==> config.mk <==
export PLATFORM = sky130hd
export DESIGN_NAME = keypad_combination_lock_top
export DESIGN_NICKNAME = d
export VERILOG_FILES = /design/src/rtl/core/kcl_pkg.sv /design/src/rtl/core/keypad_combination_lock_top.sv /design/src/rtl/core/kcl_cfg.sv /design/src/rtl/core/kcl_keydec.sv /design/src/rtl/core/kcl_seq.sv
export SDC_FILE = /design/constraint.sdc
export NUM_CORES = 1
export LEC_CHECK = 0
export BUFFER_PORTS_ARGS = -buffer_cell sky130_fd_sc_hd__buf_2
export CAP_MARGIN = 15
export CORE_ASPECT_RATIO = 1.4
export CORE_MARGIN = 2
export CORE_UTILIZATION = 30
export DETAILED_ROUTE_END_ITERATION = 8
export MAX_ROUTING_LAYER = met4
export SETUP_SLACK_MARGIN = 0.15
export SLEW_MARGIN = 20
export SYNTH_ARGS = -nofsm -noshare
export SYNTH_HDL_FRONTEND = slang
export SYNTH_SLANG_ARGS = --single-unit
export TNS_END_PERCENT = 5
==> constraint.sdc <==
create_clock -name clk -period 4.2 [get_ports clk]
set_input_delay 0.63 -clock clk [delete_from_list [all_inputs] [get_ports clk]]
set_output_delay 0.63 -clock clk [all_outputs]
set_load 0.01 [all_outputs]
==> src/rtl/core/kcl_pkg.sv <==
// ----------------------------------------------------------------------------
// kcl_pkg: shared types and constants for the keypad combination lock
// Payload structs, sequencer state codes, key codes and register indexes.
// ----------------------------------------------------------------------------
package kcl_pkg;

    localparam int unsigned NUM_KEYS = 16;

    // Key codes
    localparam logic [4:0] KEY_NONE = 5'd0;
    localparam logic [4:0] KEY_MANY = 5'd17;

    // Register indexes
    localparam logic [2:0] CFG_LEAD_KEY    = 3'd0;
    localparam logic [2:0] CFG_DIGIT_ONE   = 3'd1;
    localparam logic [2:0] CFG_DIGIT_TWO   = 3'd2;
    localparam logic [2:0] CFG_DIGIT_THREE = 3'd3;
    localparam logic [2:0] CFG_DIGIT_FOUR  = 3'd4;
    localparam logic [2:0] CFG_DIGIT_FIVE  = 3'd5;

    // Register reset values ('#', '1', '2', '3', '4', '5')
    localparam logic [3:0] RST_LEAD_KEY    = 4'd14;
    localparam logic [3:0] RST_DIGIT_ONE   = 4'd0;
    localparam logic [3:0] RST_DIGIT_TWO   = 4'd1;
    localparam logic [3:0] RST_DIGIT_THREE = 4'd2;
    localparam logic [3:0] RST_DIGIT_FOUR  = 4'd4;
    localparam logic [3:0] RST_DIGIT_FIVE  = 4'd5;

    // Reported step codes
    localparam logic [3:0] STEP_START    = 4'd0;
    localparam logic [3:0] STEP_IDLE     = 4'd1;
    localparam logic [3:0] STEP_UNLOCKED = 4'd2;
    localparam logic [3:0] STEP_LEAD_P   = 4'd3;
    localparam logic [3:0] STEP_LEAD_H   = 4'd4;
    localparam logic [3:0] STEP_D1_P     = 4'd5;
    localparam logic [3:0] STEP_D1_H     = 4'd6;
    localparam logic [3:0] STEP_D2_P     = 4'd7;
    localparam logic [3:0] STEP_D2_H     = 4'd8;
    localparam logic [3:0] STEP_D3_P     = 4'd9;
    localparam logic [3:0] STEP_D3_H     = 4'd10;
    localparam logic [3:0] STEP_D4_P     = 4'd11;
    localparam logic [3:0] STEP_D4_H     = 4'd12;

    typedef enum logic [12:0] {
        ST_START    = 13'b0000000000001,
        ST_IDLE     = 13'b0000000000010,
        ST_UNLOCKED = 13'b0000000000100,
        ST_LEAD_P   = 13'b0000000001000,
        ST_LEAD_H   = 13'b0000000010000,
        ST_D1_P     = 13'b0000000100000,
        ST_D1_H     = 13'b0000001000000,
        ST_D2_P     = 13'b0000010000000,
        ST_D2_H     = 13'b0000100000000,
        ST_D3_P     = 13'b0001000000000,
        ST_D3_H     = 13'b0010000000000,
        ST_D4_P     = 13'b0100000000000,
        ST_D4_H     = 13'b1000000000000
    } kcl_state_t;

    typedef struct packed {
        logic [15:0] keys_down;
        logic        lock_button;
    } kcl_in_t;

    typedef struct packed {
        logic       unlocked;
        logic [4:0] key_code;
        logic [3:0] lock_step;
    } kcl_out_t;

    typedef struct packed {
        logic [3:0] lead_key;
        logic [3:0] digit_one;
        logic [3:0] digit_two;
        logic [3:0] digit_three;
        logic [3:0] digit_four;
        logic [3:0] digit_five;
    } kcl_cfg_t;

    typedef struct packed {
        logic       none;
        logic       single;
        logic [3:0] pos;
        logic [4:0] code;
    } kcl_key_t;

    function automatic logic [3:0] step_code(kcl_state_t st);
        logic [3:0] code;
        unique case (st)
            ST_START:    code = STEP_START;
            ST_IDLE:     code = STEP_IDLE;
            ST_UNLOCKED: code = STEP_UNLOCKED;
            ST_LEAD_P:   code = STEP_LEAD_P;
            ST_LEAD_H:   code = STEP_LEAD_H;
            ST_D1_P:     code = STEP_D1_P;
            ST_D1_H:     code = STEP_D1_H;
            ST_D2_P:     code = STEP_D2_P;
            ST_D2_H:     code = STEP_D2_H;
            ST_D3_P:     code = STEP_D3_P;
            ST_D3_H:     code = STEP_D3_H;
            ST_D4_P:     code = STEP_D4_P;
            ST_D4_H:     code = STEP_D4_H;
            default:     code = STEP_START;
        endcase
        return code;
    endfunction

endpackage

==> src/rtl/core/keypad_combination_lock_top.sv <==
// ----------------------------------------------------------------------------
// keypad_combination_lock_top: keypad combination lock
// Input register, key decode and sequencer step, result register.
// ----------------------------------------------------------------------------
// Usage:
//   in channel  (in_valid/in_stall/in_data): one sampled key vector and lock
//               button per request.
//   out channel (out_valid/out_stall/out_data): one result per request with
//               the open flag, decoded key code and sequencer step.
//   cfg channel (cfg_valid/cfg_ready/cfg_index/cfg_data): writes the lead key
//               (index 0) and digits one to five (1..5); cfg_ready is always
//               high, other indexes are dropped. Write only while idle.
// Order: a request passes the input register, then the result register.
// Throughput: one request per cycle while the result is not stalled, set by
//   the combinational sequencer step between the two registers.
// Reset: sequencer goes to its start step with the lock closed, registers
//   return to the code #12345, both pipeline stages empty.
// Stall: a stalled result holds; the input register still fills behind it,
//   and in_stall rises only when both stages are full.
// ----------------------------------------------------------------------------
module keypad_combination_lock_top (
    input  logic              clk,
    input  logic              rst_n,
    input  logic              in_valid,
    output logic              in_stall,
    input  kcl_pkg::kcl_in_t  in_data,
    output logic              out_valid,
    input  logic              out_stall,
    output kcl_pkg::kcl_out_t out_data,
    input  logic              cfg_valid,
    output logic              cfg_ready,
    input  logic [2:0]        cfg_index,
    input  logic [3:0]        cfg_data
);

    logic              in_valid_reg;
    logic              in_valid_next;
    kcl_pkg::kcl_in_t  in_data_reg;
    logic              out_valid_reg;
    logic              out_valid_next;
    kcl_pkg::kcl_out_t out_data_reg;
    kcl_pkg::kcl_out_t out_data_next;

    logic              load;
    logic              advance;
    kcl_pkg::kcl_cfg_t cfg;
    kcl_pkg::kcl_key_t key;
    logic              unlocked_next;
    logic [3:0]        step_next;

    assign cfg_ready = 1'b1;
    assign advance   = in_valid_reg && (!out_valid_reg || !out_stall);
    assign in_stall  = in_valid_reg && !advance;
    assign load      = in_valid && !in_stall;

    kcl_cfg u_cfg (
        .clk      (clk),
        .rst_n    (rst_n),
        .wr_en    (cfg_valid && cfg_ready),
        .wr_index (cfg_index),
        .wr_data  (cfg_data),
        .cfg      (cfg)
    );

    kcl_keydec u_keydec (
        .keys_down (in_data_reg.keys_down),
        .key       (key)
    );

    kcl_seq u_seq (
        .clk           (clk),
        .rst_n         (rst_n),
        .enable        (advance),
        .lock_button   (in_data_reg.lock_button),
        .key           (key),
        .cfg           (cfg),
        .unlocked_next (unlocked_next),
        .step_next     (step_next)
    );

    always_comb
    begin
        in_valid_next = in_valid_reg;
        if (load)
        begin
            in_valid_next = 1'b1;
        end
        else if (advance)
        begin
            in_valid_next = 1'b0;
        end
    end

    always_comb
    begin
        out_valid_next = out_valid_reg;
        if (advance)
        begin
            out_valid_next = 1'b1;
        end
        else if (!out_stall)
        begin
            out_valid_next = 1'b0;
        end
    end

    always_comb
    begin
        out_data_next.unlocked  = unlocked_next;
        out_data_next.key_code  = key.code;
        out_data_next.lock_step = step_next;
    end

    always_ff @(posedge clk or negedge rst_n)
    begin
        if (!rst_n)
        begin
            in_valid_reg  <= 1'b0;
            out_valid_reg <= 1'b0;
        end
        else
        begin
            in_valid_reg  <= in_valid_next;
            out_valid_reg <= out_valid_next;
        end
    end

    always_ff @(posedge clk)
    begin
        if (load)
        begin
            in_data_reg <= in_data;
        end
        if (advance)
        begin
            out_data_reg <= out_data_next;
        end
    end

    assign out_valid = out_valid_reg;
    assign out_data  = out_data_reg;

    a_advance_fills_output: assert property (
        @(posedge clk) disable iff (!rst_n)
        advance |=> out_valid_reg)
        else $error("sequencer step produced no result");

endmodule

==> src/rtl/core/kcl_cfg.sv <==
// ----------------------------------------------------------------------------
// kcl_cfg: code registers
// Holds the lead key and the five code digits; writes beyond the list drop.
// ----------------------------------------------------------------------------
module kcl_cfg (
    input  logic             clk,
    input  logic             rst_n,
    input  logic             wr_en,
    input  logic [2:0]       wr_index,
    input  logic [3:0]       wr_data,
    output kcl_pkg::kcl_cfg_t cfg
);

    kcl_pkg::kcl_cfg_t cfg_reg;
    kcl_pkg::kcl_cfg_t cfg_next;

    always_comb
    begin
        cfg_next = cfg_reg;
        if (wr_en)
        begin
            unique case (wr_index)
                kcl_pkg::CFG_LEAD_KEY:    cfg_next.lead_key    = wr_data;
                kcl_pkg::CFG_DIGIT_ONE:   cfg_next.digit_one   = wr_data;
                kcl_pkg::CFG_DIGIT_TWO:   cfg_next.digit_two   = wr_data;
                kcl_pkg::CFG_DIGIT_THREE: cfg_next.digit_three = wr_data;
                kcl_pkg::CFG_DIGIT_FOUR:  cfg_next.digit_four  = wr_data;
                kcl_pkg::CFG_DIGIT_FIVE:  cfg_next.digit_five  = wr_data;
                default:                  cfg_next = cfg_reg;
            endcase
        end
    end

    always_ff @(posedge clk or negedge rst_n)
    begin
        if (!rst_n)
        begin
            cfg_reg.lead_key    <= kcl_pkg::RST_LEAD_KEY;
            cfg_reg.digit_one   <= kcl_pkg::RST_DIGIT_ONE;
            cfg_reg.digit_two   <= kcl_pkg::RST_DIGIT_TWO;
            cfg_reg.digit_three <= kcl_pkg::RST_DIGIT_THREE;
            cfg_reg.digit_four  <= kcl_pkg::RST_DIGIT_FOUR;
            cfg_reg.digit_five  <= kcl_pkg::RST_DIGIT_FIVE;
        end
        else
        begin
            cfg_reg <= cfg_next;
        end
    end

    assign cfg = cfg_reg;

endmodule

==> src/rtl/core/kcl_keydec.sv <==
// ----------------------------------------------------------------------------
// kcl_keydec: key matrix decoder
// Reduces the 16-bit key vector to none, one key position, or several keys.
// ----------------------------------------------------------------------------
module kcl_keydec (
    input  logic [15:0]       keys_down,
    output kcl_pkg::kcl_key_t key
);

    logic [3:0] pos;
    logic       none;
    logic       single;

    always_comb
    begin
        pos = 4'd0;
        for (int i = 0; i < kcl_pkg::NUM_KEYS; i++)
        begin
            if (keys_down[i])
            begin
                pos = pos | 4'(i);
            end
        end
    end

    assign none   = (keys_down == 16'd0);
    // exactly one bit set: clearing the lowest set bit leaves nothing
    assign single = !none && ((keys_down & (keys_down - 16'd1)) == 16'd0);

    always_comb
    begin
        key.none   = none;
        key.single = single;
        key.pos    = pos;
        if (none)
        begin
            key.code = kcl_pkg::KEY_NONE;
        end
        else if (single)
        begin
            key.code = {1'b0, pos} + 5'd1;
        end
        else
        begin
            key.code = kcl_pkg::KEY_MANY;
        end
    end

endmodule

==> src/rtl/core/kcl_seq.sv <==
// ----------------------------------------------------------------------------
// kcl_seq: code sequencer
// Steps through lead key and code digits; holds the open flag.
// ----------------------------------------------------------------------------
module kcl_seq (
    input  logic              clk,
    input  logic              rst_n,
    input  logic              enable,
    input  logic              lock_button,
    input  kcl_pkg::kcl_key_t key,
    input  kcl_pkg::kcl_cfg_t cfg,
    output logic              unlocked_next,
    output logic [3:0]        step_next
);

    kcl_pkg::kcl_state_t state_reg;
    kcl_pkg::kcl_state_t state_next;
    logic                open_reg;
    logic                open_next;

    logic is_lead;
    logic is_d1;
    logic is_d2;
    logic is_d3;
    logic is_d4;
    logic is_d5;

    assign is_lead = key.single && (key.pos == cfg.lead_key);
    assign is_d1   = key.single && (key.pos == cfg.digit_one);
    assign is_d2   = key.single && (key.pos == cfg.digit_two);
    assign is_d3   = key.single && (key.pos == cfg.digit_three);
    assign is_d4   = key.single && (key.pos == cfg.digit_four);
    assign is_d5   = key.single && (key.pos == cfg.digit_five);

    // order: lead key, then no key or the held digit, then the next digit
    always_comb
    begin
        unique case (state_reg)
            kcl_pkg::ST_START:
                state_next = kcl_pkg::ST_IDLE;
            kcl_pkg::ST_IDLE:
                state_next = is_lead ? kcl_pkg::ST_LEAD_P : kcl_pkg::ST_IDLE;
            kcl_pkg::ST_UNLOCKED:
                state_next = lock_button ? kcl_pkg::ST_IDLE : kcl_pkg::ST_UNLOCKED;
            kcl_pkg::ST_LEAD_P:
                state_next = (key.none || is_lead) ? kcl_pkg::ST_LEAD_H
                                                   : kcl_pkg::ST_IDLE;
            kcl_pkg::ST_LEAD_H:
            begin
                priority if (is_lead || key.none) state_next = kcl_pkg::ST_LEAD_H;
                else if (is_d1)                   state_next = kcl_pkg::ST_D1_P;
                else                              state_next = kcl_pkg::ST_IDLE;
            end
            kcl_pkg::ST_D1_P:
            begin
                priority if (is_lead)           state_next = kcl_pkg::ST_LEAD_P;
                else if (key.none || is_d1)     state_next = kcl_pkg::ST_D1_H;
                else                            state_next = kcl_pkg::ST_IDLE;
            end
            kcl_pkg::ST_D1_H:
            begin
                priority if (is_lead)           state_next = kcl_pkg::ST_LEAD_P;
                else if (key.none || is_d1)     state_next = kcl_pkg::ST_D1_H;
                else if (is_d2)                 state_next = kcl_pkg::ST_D2_P;
                else                            state_next = kcl_pkg::ST_IDLE;
            end
            kcl_pkg::ST_D2_P:
            begin
                priority if (is_lead)           state_next = kcl_pkg::ST_LEAD_P;
                else if (key.none || is_d2)     state_next = kcl_pkg::ST_D2_H;
                else                            state_next = kcl_pkg::ST_IDLE;
            end
            kcl_pkg::ST_D2_H:
            begin
                priority if (is_lead)           state_next = kcl_pkg::ST_LEAD_P;
                else if (key.none || is_d2)     state_next = kcl_pkg::ST_D2_H;
                else if (is_d3)                 state_next = kcl_pkg::ST_D3_P;
                else                            state_next = kcl_pkg::ST_IDLE;
            end
            kcl_pkg::ST_D3_P:
            begin
                priority if (is_lead)           state_next = kcl_pkg::ST_LEAD_P;
                else if (key.none || is_d3)     state_next = kcl_pkg::ST_D3_H;
                else                            state_next = kcl_pkg::ST_IDLE;
            end
            kcl_pkg::ST_D3_H:
            begin
                priority if (is_lead)           state_next = kcl_pkg::ST_LEAD_P;
                else if (key.none || is_d3)     state_next = kcl_pkg::ST_D3_H;
                else if (is_d4)                 state_next = kcl_pkg::ST_D4_P;
                else                            state_next = kcl_pkg::ST_IDLE;
            end
            kcl_pkg::ST_D4_P:
            begin
                priority if (is_lead)           state_next = kcl_pkg::ST_LEAD_P;
                else if (key.none || is_d4)     state_next = kcl_pkg::ST_D4_H;
                else                            state_next = kcl_pkg::ST_IDLE;
            end
            kcl_pkg::ST_D4_H:
            begin
                priority if (is_lead)           state_next = kcl_pkg::ST_LEAD_P;
                else if (key.none || is_d4)     state_next = kcl_pkg::ST_D4_H;
                else if (is_d5)                 state_next = kcl_pkg::ST_UNLOCKED;
                else                            state_next = kcl_pkg::ST_IDLE;
            end
            default:
                state_next = kcl_pkg::ST_START;
        endcase
    end

    // start step keeps the flag; every other step sets or clears it
    always_comb
    begin
        if (state_next == kcl_pkg::ST_UNLOCKED)
        begin
            open_next = 1'b1;
        end
        else if (state_next != kcl_pkg::ST_START)
        begin
            open_next = 1'b0;
        end
        else
        begin
            open_next = open_reg;
        end
    end

    always_ff @(posedge clk or negedge rst_n)
    begin
        if (!rst_n)
        begin
            state_reg <= kcl_pkg::ST_START;
            open_reg  <= 1'b0;
        end
        else if (enable)
        begin
            state_reg <= state_next;
            open_reg  <= open_next;
        end
    end

    assign unlocked_next = open_next;
    assign step_next     = kcl_pkg::step_code(state_next);

    a_open_matches_state: assert property (
        @(posedge clk) disable iff (!rst_n)
        open_reg == (state_reg == kcl_pkg::ST_UNLOCKED))
        else $error("open flag disagrees with sequencer state");

    a_unlocked_holds: assert property (
        @(posedge clk) disable iff (!rst_n)
        (enable && state_reg == kcl_pkg::ST_UNLOCKED && !lock_button)
        |=> (state_reg == kcl_pkg::ST_UNLOCKED))
        else $error("lock closed without lock button");

    a_start_to_idle: assert property (
        @(posedge clk) disable iff (!rst_n)
        (enable && state_reg == kcl_pkg::ST_START) |=> (state_reg == kcl_pkg::ST_IDLE))
        else $error("start step did not advance to idle");

endmodule
==> impl_metrics.json, run 1 <==
{
  "status": "completed",
  "io_pins": 42,
  "cts_sinks": 67,
  "r2r_slack_ns": 0.61,
  "ys_ff_latch": 67,
  "core_sq_um": 12300,
  "yosysSeqAreaShare": 0.483,
  "cts_tree": "yes",
  "worstPathRequired_ns": 4.28,
  "finalSetupViolations": 0,
  "min_period_ns": 3.59,
  "fillers": 1225,
  "power_per_cell_area_nw_per_um2": 438,
  "wl_per_cell_um": 16.7,
  "synth_edf_count": 27,
  "critical_path.startpoint": "in_data_reg[10]",
  "grt_start_max_net_pins": 41,
  "ant_nets": 0,
  "p_leak_nw": 1.72,
  "place.gp.congestion": 0.923,
  "crit_fanout": 7,
  "drt_iter0_markers": 226,
  "synthToLayoutAreaGrowth_pct": 18.8,
  "largest_reg_flops": 24,
  "syn_area_sq_um": 3770,
  "ctsResizeCount": 0,
  "n_antenna_cell": 0,
  "rows": 48,
  "dr_total_vias": 3066,
  "ir_drop_uv": 232,
  "path_class": "flip-flop to flip-flop",
  "nNetsFinal": 438,
  "dieHeight_um": 137,
  "antenna_found_initial": 0,
  "tightest_slew_ns": 0.862,
  "grt_use_total": 0.151,
  "worstSetupEndpoint": "out_data[1]",
  "final_util": 0.364,
  "relSlewSlack": 0.426,
  "grt_pass1_wl_mm": 15.3,
  "postCtsSetupRepairBufs": 0,
  "hold_violations": 0,
  "arrival_ns": 3.67,
  "start_util": 0.306,
  "syn_nets": 391,
  "io_buffers": 40,
  "place_hpwl_mm": 7.20,
  "regToRegEndpoint": "out_data[1]",
  "setup_tns_ns": 0,
  "worstSkewPairLatency_ns": 0.34,
  "startpoint_type": "flip-flop",
  "fmax_ghz": 0.279,
  "synthCells": 361,
  "critPathCaptureType": "flip-flop",
  "fp.dieW_um": 98.8,
  "drc": 0,
  "drv_cap": 0,
  "htreeDepth": 3,
  "wirelength_mm": 9.39,
  "synthFlopType": "dfrtp_1",
  "gr-total-overflow": 0,
  "rsz0062_at_grt": "false",
  "cts_hold_buf": 0,
  "cts-buffers-inserted": 9,
  "dieArea_sq_um": 13500,
  "clockRootBuffer": "clkbuf_16",
  "dr.pass1.iters": 4,
  "cts_buffer_depth": 2,
  "fin_crit_sh": 0.854,
  "min_path_type": "input port to async pin",
  "r2r_start": "in_data_reg[10]",
  "grt_pass1_vias": 2969,
  "skew_ns": 0.00432,
  "syn_avg_cell_area_sq_um": 10.4,
  "synth_cell_types": 61,
  "drive_above_1_share": 0.274,
  "ys_warn_count": 0,
  "drv_slew": 0,
  "via_per_inst": 5.45,
  "clkSlewWorstSetupHoldPaths_ns": 0.06,
  "r2r_cells": 8,
  "async_reset_ff_frac": 0.597
}
-- cells by family after synthesis --
group | synth area share
xor gates and xnor gates | 0.0534
and+or+nand+nor | 0.233
adders and majority gates | 0.00896
muxes | 0.0833
other | 0.000994
DFF | 0.483
buffers and inverters | 0.0206
AOI/OAI and AO/OA | 0.116
-- cell type report --
cell class / instances / area, sq um / share of cell area
inverter: 5 / 18.8 / 0.00419
timing repair buffer: 50 / 275 / 0.0615
multi-input combinational: 275 / 1880 / 0.419
tap: 150 / 188 / 0.0419
clock buffer: 11 / 264 / 0.0589
sequential: 67 / 1820 / 0.407
clock inverter: 5 / 33.8 / 0.00754
-- power by group --
group          total, mW  internal [mW]  switching [mW]
sequential         0.876          0.792          0.0847
clock              0.729          0.450           0.279
combinational      0.355          0.168           0.186
-- Yosys cell counts, types with 2 or more instances --
master     number  area [sq um]
nand4_1         3          18.8
nand3_1        14          70.1
nor2_1         24          90.1
o21ai_1         2          10.0
or2_2           2          12.5
inv_1           5          18.8
a2111oi_0       2          17.5
clkbuf_1        9          33.8
and3_1          8          50.1
nor3b_1         2          15.0
and4_1          4          35.0
or4_4           2          22.5
edfxtp_1       27           811
dfrtp_1        31           776
dfstp_2         9           236
and4b_1         2          20.0
xor2_1          6          52.6
nand4b_1        7          61.3
nor2b_1         3          18.8
xnor2_1        17           149
buf_2           2          10.0
nor4_1         11          68.8
or3_1           9          56.3
nand2b_1        7          43.8
nand3b_1        3          22.5
or3_4           2          22.5
a211oi_1        2          15.0
nor3_1         15          75.1
mux2_2         27           304
o31ai_1         5          37.5
nand2_1        35           131
o311ai_0        3          26.3
buf_1           2          7.51
a21oi_1        10          50.1
a21o_1          4          30.0
o32ai_1         3          26.3
or4_1           3          22.5
o21ai_0        16          80.1
-- per-layer routing --
metal	GRT usage	wire [um]
met1	0.162	3720
met2	0.265	4960
met3	0.0245	346
met4	0.0822	365
met5	-	0
-- how the worst min path moves through the flow --
stage                          to  slack (ns)  cells past startpoint
3_5_place_dp            out_valid        0.49                      1
4_1_cts        u_seq.state_reg[1]        0.45                      1
5_1_grt           in_data_reg[13]        0.46                      1
6_report       u_seq.state_reg[8]        0.40                      1
3_3_place_gp            out_valid        0.47                      1
2_1_floorplan        in_valid_reg        0.33                      0
-- cell usage in the layout (no fill, tap or decap), drive strengths merged, types with 14 or more instances in the layout --
master	count
buf	50
mux2	27
xnor2	17
nor3	15
o21ai	18
nand2	35
dfrtp	31
nand3	14
edfxtp	27
nor2	24
-- critical path, cell delays in order (launching register included) --
cell	delay, ns
edfxtp_1	0.47
or4_4	0.56
or4_1	0.52
maj3_2	0.33
or3_4	0.42
or3_4	0.36
nand2b_1	0.23
a21oi_1	0.08
or3_1	0.36
-- per-stage QoR --
stage	std cells	total power, mW	cell area, sq um	hold WS [ns]	setup WS [ns]
CTS	563	1.98	4480	0.449	0.615
finish	563	1.96	4480	0.396	0.614
floorplan	361	1.12	3770	0.334	0.829
global route	563	2.05	4480	0.459	0.438
detailed placement	547	1.24	4180	0.491	0.633
global placement	547	1.23	4180	0.470	0.656
Note: power is estimated with default switching activity, not from simulation.
==> run 2: changes to the inputs <==
- ABC_AREA: default -> 1
==> run 2 against run 1 <==
Net effect:
- cell count grew 30%
- global-route usage grew 0.21 points
- combinational power grew 3%
- critical path type unchanged
- critical endpoint unchanged
- largest power group unchanged
- highest routed layer unchanged
==> impl_metrics.json, run 2 <==
{
  "dr.pass1.iters": 4,
  "rsz0062_at_grt": "false",
  "grt_use_total": 0.153,
  "synth_area_leaders": "edfxtp_1, dfrtp_1, nand2_1, nor2_1, dfstp_2",
  "worstPathRequired_ns": 4.27,
  "finalSetupViolations": 0,
  "ys_ff_latch": 67,
  "crit_fanout": 8,
  "skew_ns": 0.00482,
  "hold_violations": 0,
  "synth_cell_types": 37,
  "gr-total-overflow": 0,
  "crit_buf_inv": 0,
  "drc": 0,
  "cts-buffers-inserted": 9,
  "tightest_slew_ns": 0.929,
  "startpoint_type": "flip-flop",
  "async_reset_ff_frac": 0.597,
  "clkSlewWorstSetupHoldPaths_ns": 0.05,
  "io_buffers": 40,
  "synth_top_cell_area_share": 0.203,
  "ctsResizeCount": 0,
  "synth.largest_area_cell": "edfxtp_1",
  "layout_common_cells": "nand2_1, nor2_1, inv_1",
  "relSlewSlack": 0.381,
  "cts_tree": "yes",
  "drv_cap": 0,
  "dieHeight_um": 140,
  "ant_nets": 0,
  "critPathCaptureType": "flip-flop",
  "nNetsFinal": 581,
  "start_util": 0.308,
  "ys_warn_count": 0,
  "holdWs_ns": 0.437,
  "synth_top_cells_by_count": "nand2_1, nor2_1, inv_1, o21ai_0, dfrtp_1",
  "largest_reg_flops": 24,
  "finalNonFillerCells": 734,
  "io_pins": 42,
  "drv_slew": 0,
  "drt_iter0_markers": 152,
  "crit_path_frequent_cell": "nor2_2",
  "fp.dieW_um": 101,
  "fmax_ghz": 0.406,
  "postCtsSetupRepairBufs": 0,
  "worstSkewPairLatency_ns": 0.33,
  "synthToLayoutAreaGrowth_pct": 17.3,
  "grt_pass1_wl_mm": 16.5,
  "place_hpwl_mm": 7.45,
  "status": "completed",
  "rows": 49,
  "dr_total_vias": 3413,
  "slowest_stage": "edfxtp_1",
  "ir_drop_uv": 215,
  "antenna_found_initial": 0,
  "wl_per_cell_um": 13.1,
  "final_util": 0.361,
  "syn_avg_cell_area_sq_um": 7.94,
  "via_per_inst": 4.65,
  "cts_hold_buf": 0,
  "cts_sinks": 67,
  "cts_buffer_depth": 2,
  "htreeDepth": 3,
  "min_period_ns": 2.46,
  "worstPathCellList": "nor2_2 > nand3b_1 > o21ai_0 > nand3_1 > nor2_2 > nand3_4 > nor2_2 > nor2_1 > nand4_1 > nand2_1 > nor2_1 > nand3b_1",
  "synthCells": 502,
  "setup_tns_ns": 0,
  "syn_area_sq_um": 3990,
  "grt_pass1_vias": 3486,
  "place.gp.congestion": 1.04,
  "n_antenna_cell": 0,
  "wirelength_mm": 9.60,
  "drive_above_1_share": 0.196,
  "core_sq_um": 12900,
  "p_leak_nw": 2.19,
  "yosysSeqAreaShare": 0.457,
  "path_delay_family": "simple AND/OR/NAND/NOR gates",
  "dp.cells": 718,
  "clockRootBuffer": "clkbuf_16",
  "arrival_ns": 2.53,
  "min_path_type": "input port to async pin",
  "final_common_cell": "nand2_1",
  "critical-path-max-stage-delay_ns": 0.43,
  "fin_crit_sh": 0.586,
  "synthFlopType": "dfrtp_1",
  "power_per_cell_area_nw_per_um2": 410,
  "syn_nets": 532,
  "synth_edf_count": 27,
  "dieArea_sq_um": 14200,
  "yosysMostFrequentCell": "nand2_1",
  "path_class": "flip-flop to flip-flop",
  "grt_start_max_net_pins": 41
}
-- run 2: changes by cell type in the layout (fill, tap and decap cells not counted), moves of 10 or more --
cell | before | now
nand2_1 | 35 | 133
nor2_2 | 0 | 17
o21ai_0 | 16 | 41
inv_1 | 5 | 51
nand4_1 | 3 | 13
nor2_1 | 24 | 65
xnor2_1 | 17 | 4
mux2_2 | 27 | 0
xor2_1 | 6 | 18
-- run 2: cell type report --
class | instances | area [sq um]
Clock buffer | 15 | 268
Clock inverter | 1 | 6.26
Fill cell | 1336 | 8260
Inverter | 57 | 214
Multi-Input combinational cell | 375 | 1930
Sequential cell | 67 | 1820
Tap cell | 178 | 223
Timing Repair Buffer | 41 | 208
-- run 2: per-layer routing --
metal	vias to the layer above	track usage	wire, um
li1	1732	-	-
met1	1586	0.172	4130
met2	80	0.255	4880
met3	15	0.0319	347
met4	0	0.0747	238
met5	-	-	0
-- run 2: metrics by stage --
step	worst slack (ns)	area, sq um	power [mW]
3_3_place_gp	1.73	4400	1.22
2_1_floorplan	2.11	3990	1.12
4_1_cts	1.71	4670	1.94
3_5_place_dp	1.72	4400	1.23
6_report	1.74	4670	1.92
5_1_grt	1.47	4670	2.04
-- run 2: cells by family after synthesis --
group                    after synthesis  synth area share
other                                  1          0.000941
adder cells (fa/ha/maj)                1           0.00314
buffers and inverters                 60            0.0575
flip-flops                            67             0.457
XOR/XNOR                              23            0.0524
AND/OR/NAND/NOR                      289             0.347
AO/OA/AOI/OAI                         61            0.0813
-- run 2: report_power, final --
group | switching (mW) | internal, mW | total [mW]
clock | 0.268 | 0.433 | 0.701
sequential | 0.0629 | 0.788 | 0.851
combinational | 0.241 | 0.125 | 0.367
total | 0.573 | 1.35 | 1.92
-- run 2: final timing paths --
path	start	to	slack, ns	depth (start not counted)
max	in_data_reg[2]	out_data[1]	1.74	12
min	rst_n	u_cfg.cfg[16]	0.44	1
max reg2reg	in_data_reg[2]	out_data[1]	1.74	12
min reg2reg	u_seq.open_reg	u_seq.open_reg	0.48	2
max in group asynchronous	rst_n	in_valid_reg	3.17	1
min in group clk	in_data[15]	in_data_reg[15]	0.47	1
-- run 2: worst register-to-register path, cell delays in order, from the launching register on --
cell	delay (ns)
edfxtp_1	0.43
nor2_2	0.21
nand3b_1	0.18
o21ai_0	0.19
nand3_1	0.14
nor2_2	0.16
nand3_4	0.17
nor2_2	0.21
nor2_1	0.09
nand4_1	0.14
nand2_1	0.10
nor2_1	0.12
nand3b_1	0.08
==> run 3: changes to the inputs <==
- clock period: 4.2 -> 2.2 ns (I/O delays scaled with it)
==> run 3 against run 2 <==
Net effect:
- the flow now finishes with violations (setup timing)
- core utilization up 6.5 points
- count of clock-buffer cells in the layout down 6
- critical path depth up 1
- sequential cell count unchanged
- sequential power up 90%
- clock power up 100%
==> impl_metrics.json, run 3 (same netlist as run 2, synthesis figures left out) <==
{
  "skew_ns": 0.00498,
  "tightest_slew_ns": 0.640,
  "grt_start_max_net_pins": 26,
  "worstPathRequired_ns": 2.28,
  "drc": 0,
  "dieArea_sq_um": 14200,
  "worstPathCellList": "buf_6 > nand2_1 > nand2_1 > a21oi_1 > nand3_1 > nor2_1 > nand2_1 > nor2_4 > nand3_2 > o211ai_1 > nand2_1 > nor2_1 > nand3b_1",
  "gr-total-overflow": 0,
  "fmax_ghz": 0.415,
  "critical-path-max-stage-delay_ns": 0.50,
  "cts_sinks": 67,
  "rsz0062_at_grt": "true",
  "min_period_ns": 2.41,
  "dr_total_vias": 3704,
  "p_leak_nw": 2.66,
  "wl_per_cell_um": 12.7,
  "critPathCaptureType": "flip-flop",
  "worstSkewPairLatency_ns": 0.34,
  "relSlewSlack": 0.573,
  "finalSetupViolations": 15,
  "start_util": 0.308,
  "clockRootBuffer": "clkbuf_16",
  "power_per_cell_area_nw_per_um2": 722,
  "largest_reg_flops": 24,
  "fp.dieW_um": 101,
  "antenna_found_initial": 0,
  "rows": 49,
  "violations": "setup timing",
  "fin_crit_sh": 1.09,
  "wirelength_mm": 10.5,
  "cts_tree": "yes",
  "drive_above_1_share": 0.358,
  "holdWs_ns": 0.0160,
  "setup_tns_ns": -1.52,
  "setup_ws_ns": -0.208,
  "path_class": "flip-flop to flip-flop",
  "place.gp.congestion": 0.898,
  "final_common_cell": "nand2_1",
  "ant_nets": 0,
  "crit_path_frequent_cell": "nand2_1",
  "fillers": 1302,
  "crit_fanout": 8,
  "drv_slew": 0,
  "dr.pass1.iters": 5,
  "clkSlewWorstSetupHoldPaths_ns": 0.05,
  "place_hpwl_mm": 8.13,
  "min_path_type": "input port to async pin",
  "slowest_stage": "edfxtp_1",
  "hold_violations": 0,
  "dieHeight_um": 140,
  "drt_iter0_markers": 144,
  "cts_buffer_depth": 2,
  "io_pins": 42,
  "cts_hold_buf": 0,
  "drv_cap": 0,
  "grt_use_total": 0.162,
  "ir_drop_uv": 373,
  "htreeDepth": 3,
  "startpoint_type": "flip-flop",
  "io_buffers": 40,
  "synthToLayoutAreaGrowth_pct": 38.5,
  "status": "complete, but fails checks",
  "via_per_inst": 4.51,
  "core_sq_um": 12900,
  "layout_common_cells": "nand2_1, buf_4, nor2_1",
  "grt_pass1_wl_mm": 17.6,
  "grt_pass1_vias": 3909,
  "nNetsFinal": 668,
  "arrival_ns": 2.48,
  "n_antenna_cell": 0,
  "cts-buffers-inserted": 9
}
[run 3: changes by cell type in the layout (fill, tap and decap cells not counted), sizes merged]
cell	delta
bufinv	+1
clkbuf	-6
clkinvlp	+2
buf	+87
clkinv	+3
[run 3: where the power goes]
| part | switching (mW) | leakage (nW) | internal (mW) |
|---|---|---|---|
| logic | 0.542 | 1.77 | 0.406 |
| clock network | 0.543 | 0.139 | 0.871 |
| registers | 0.120 | 0.749 | 1.50 |
| total | 1.20 | 2.66 | 2.78 |
[run 3: layout make-up]
type / count / area [sq um] / share of cell area
sequential: 67 / 1820 / 0.330
inverter: 57 / 214 / 0.0388
clock buffer: 9 / 225 / 0.0408
tap: 178 / 223 / 0.0403
clock inverter: 7 / 67.6 / 0.0122
multi-input combinational: 375 / 2070 / 0.375
timing repair buffer: 128 / 897 / 0.163
[run 3: metal layers]
metal	part of all wire	track usage	vias to the layer above
met5	0	-	-
met4	0.031	0.0661	0
met3	0.029	0.0364	22
met2	0.55	0.293	58
met1	0.39	0.166	1722
li1	-	-	1902
[run 3: worst max-delay path, delay by kind of cell, from the launching register on]
family / cells / cell delay (ns)
flip-flops: 1 / 0.50
AND/OR/NAND/NOR: 10 / 1.10
buffers and inverters: 1 / 0.17
AO/OA/AOI/OAI: 2 / 0.36
[run 3: repair_timing]
item / CTS / global route
setup endpoints to repair: 21 / 24
resized for setup: 23 / 22
pin swaps: 21 / 17
setup buffers: 11 / 2
[run 3: worst paths after layout]
| kind | from | endpoint | slack (ns) | cells past startpoint |
|---|---|---|---|---|
| max | in_data_reg[7] | out_data[1] | -0.21 | 13 |
| min | rst_n | u_cfg.cfg[13] | 0.02 | 1 |
| max reg2reg | in_data_reg[7] | out_data[1] | -0.21 | 13 |
| min reg2reg | u_seq.open_reg | u_seq.open_reg | 0.50 | 2 |
| max in group asynchronous | rst_n | u_cfg.cfg[22] | 1.52 | 2 |
| min in group clk | in_data[10] | in_data_reg[10] | 0.16 | 1 |
[run 3: stage by stage]
step	std cells	utilization	power (mW)	area [sq um]	setup slack, ns
detailed placement	792	0.386	2.52	5000	-0.238
global route	821	0.427	4.20	5520	-0.378
global placement	792	0.386	2.50	5000	-0.197
CTS	819	0.420	3.99	5430	-0.187
floorplan	502	-	2.14	4000	0.119
finish	821	0.427	3.99	5520	-0.208
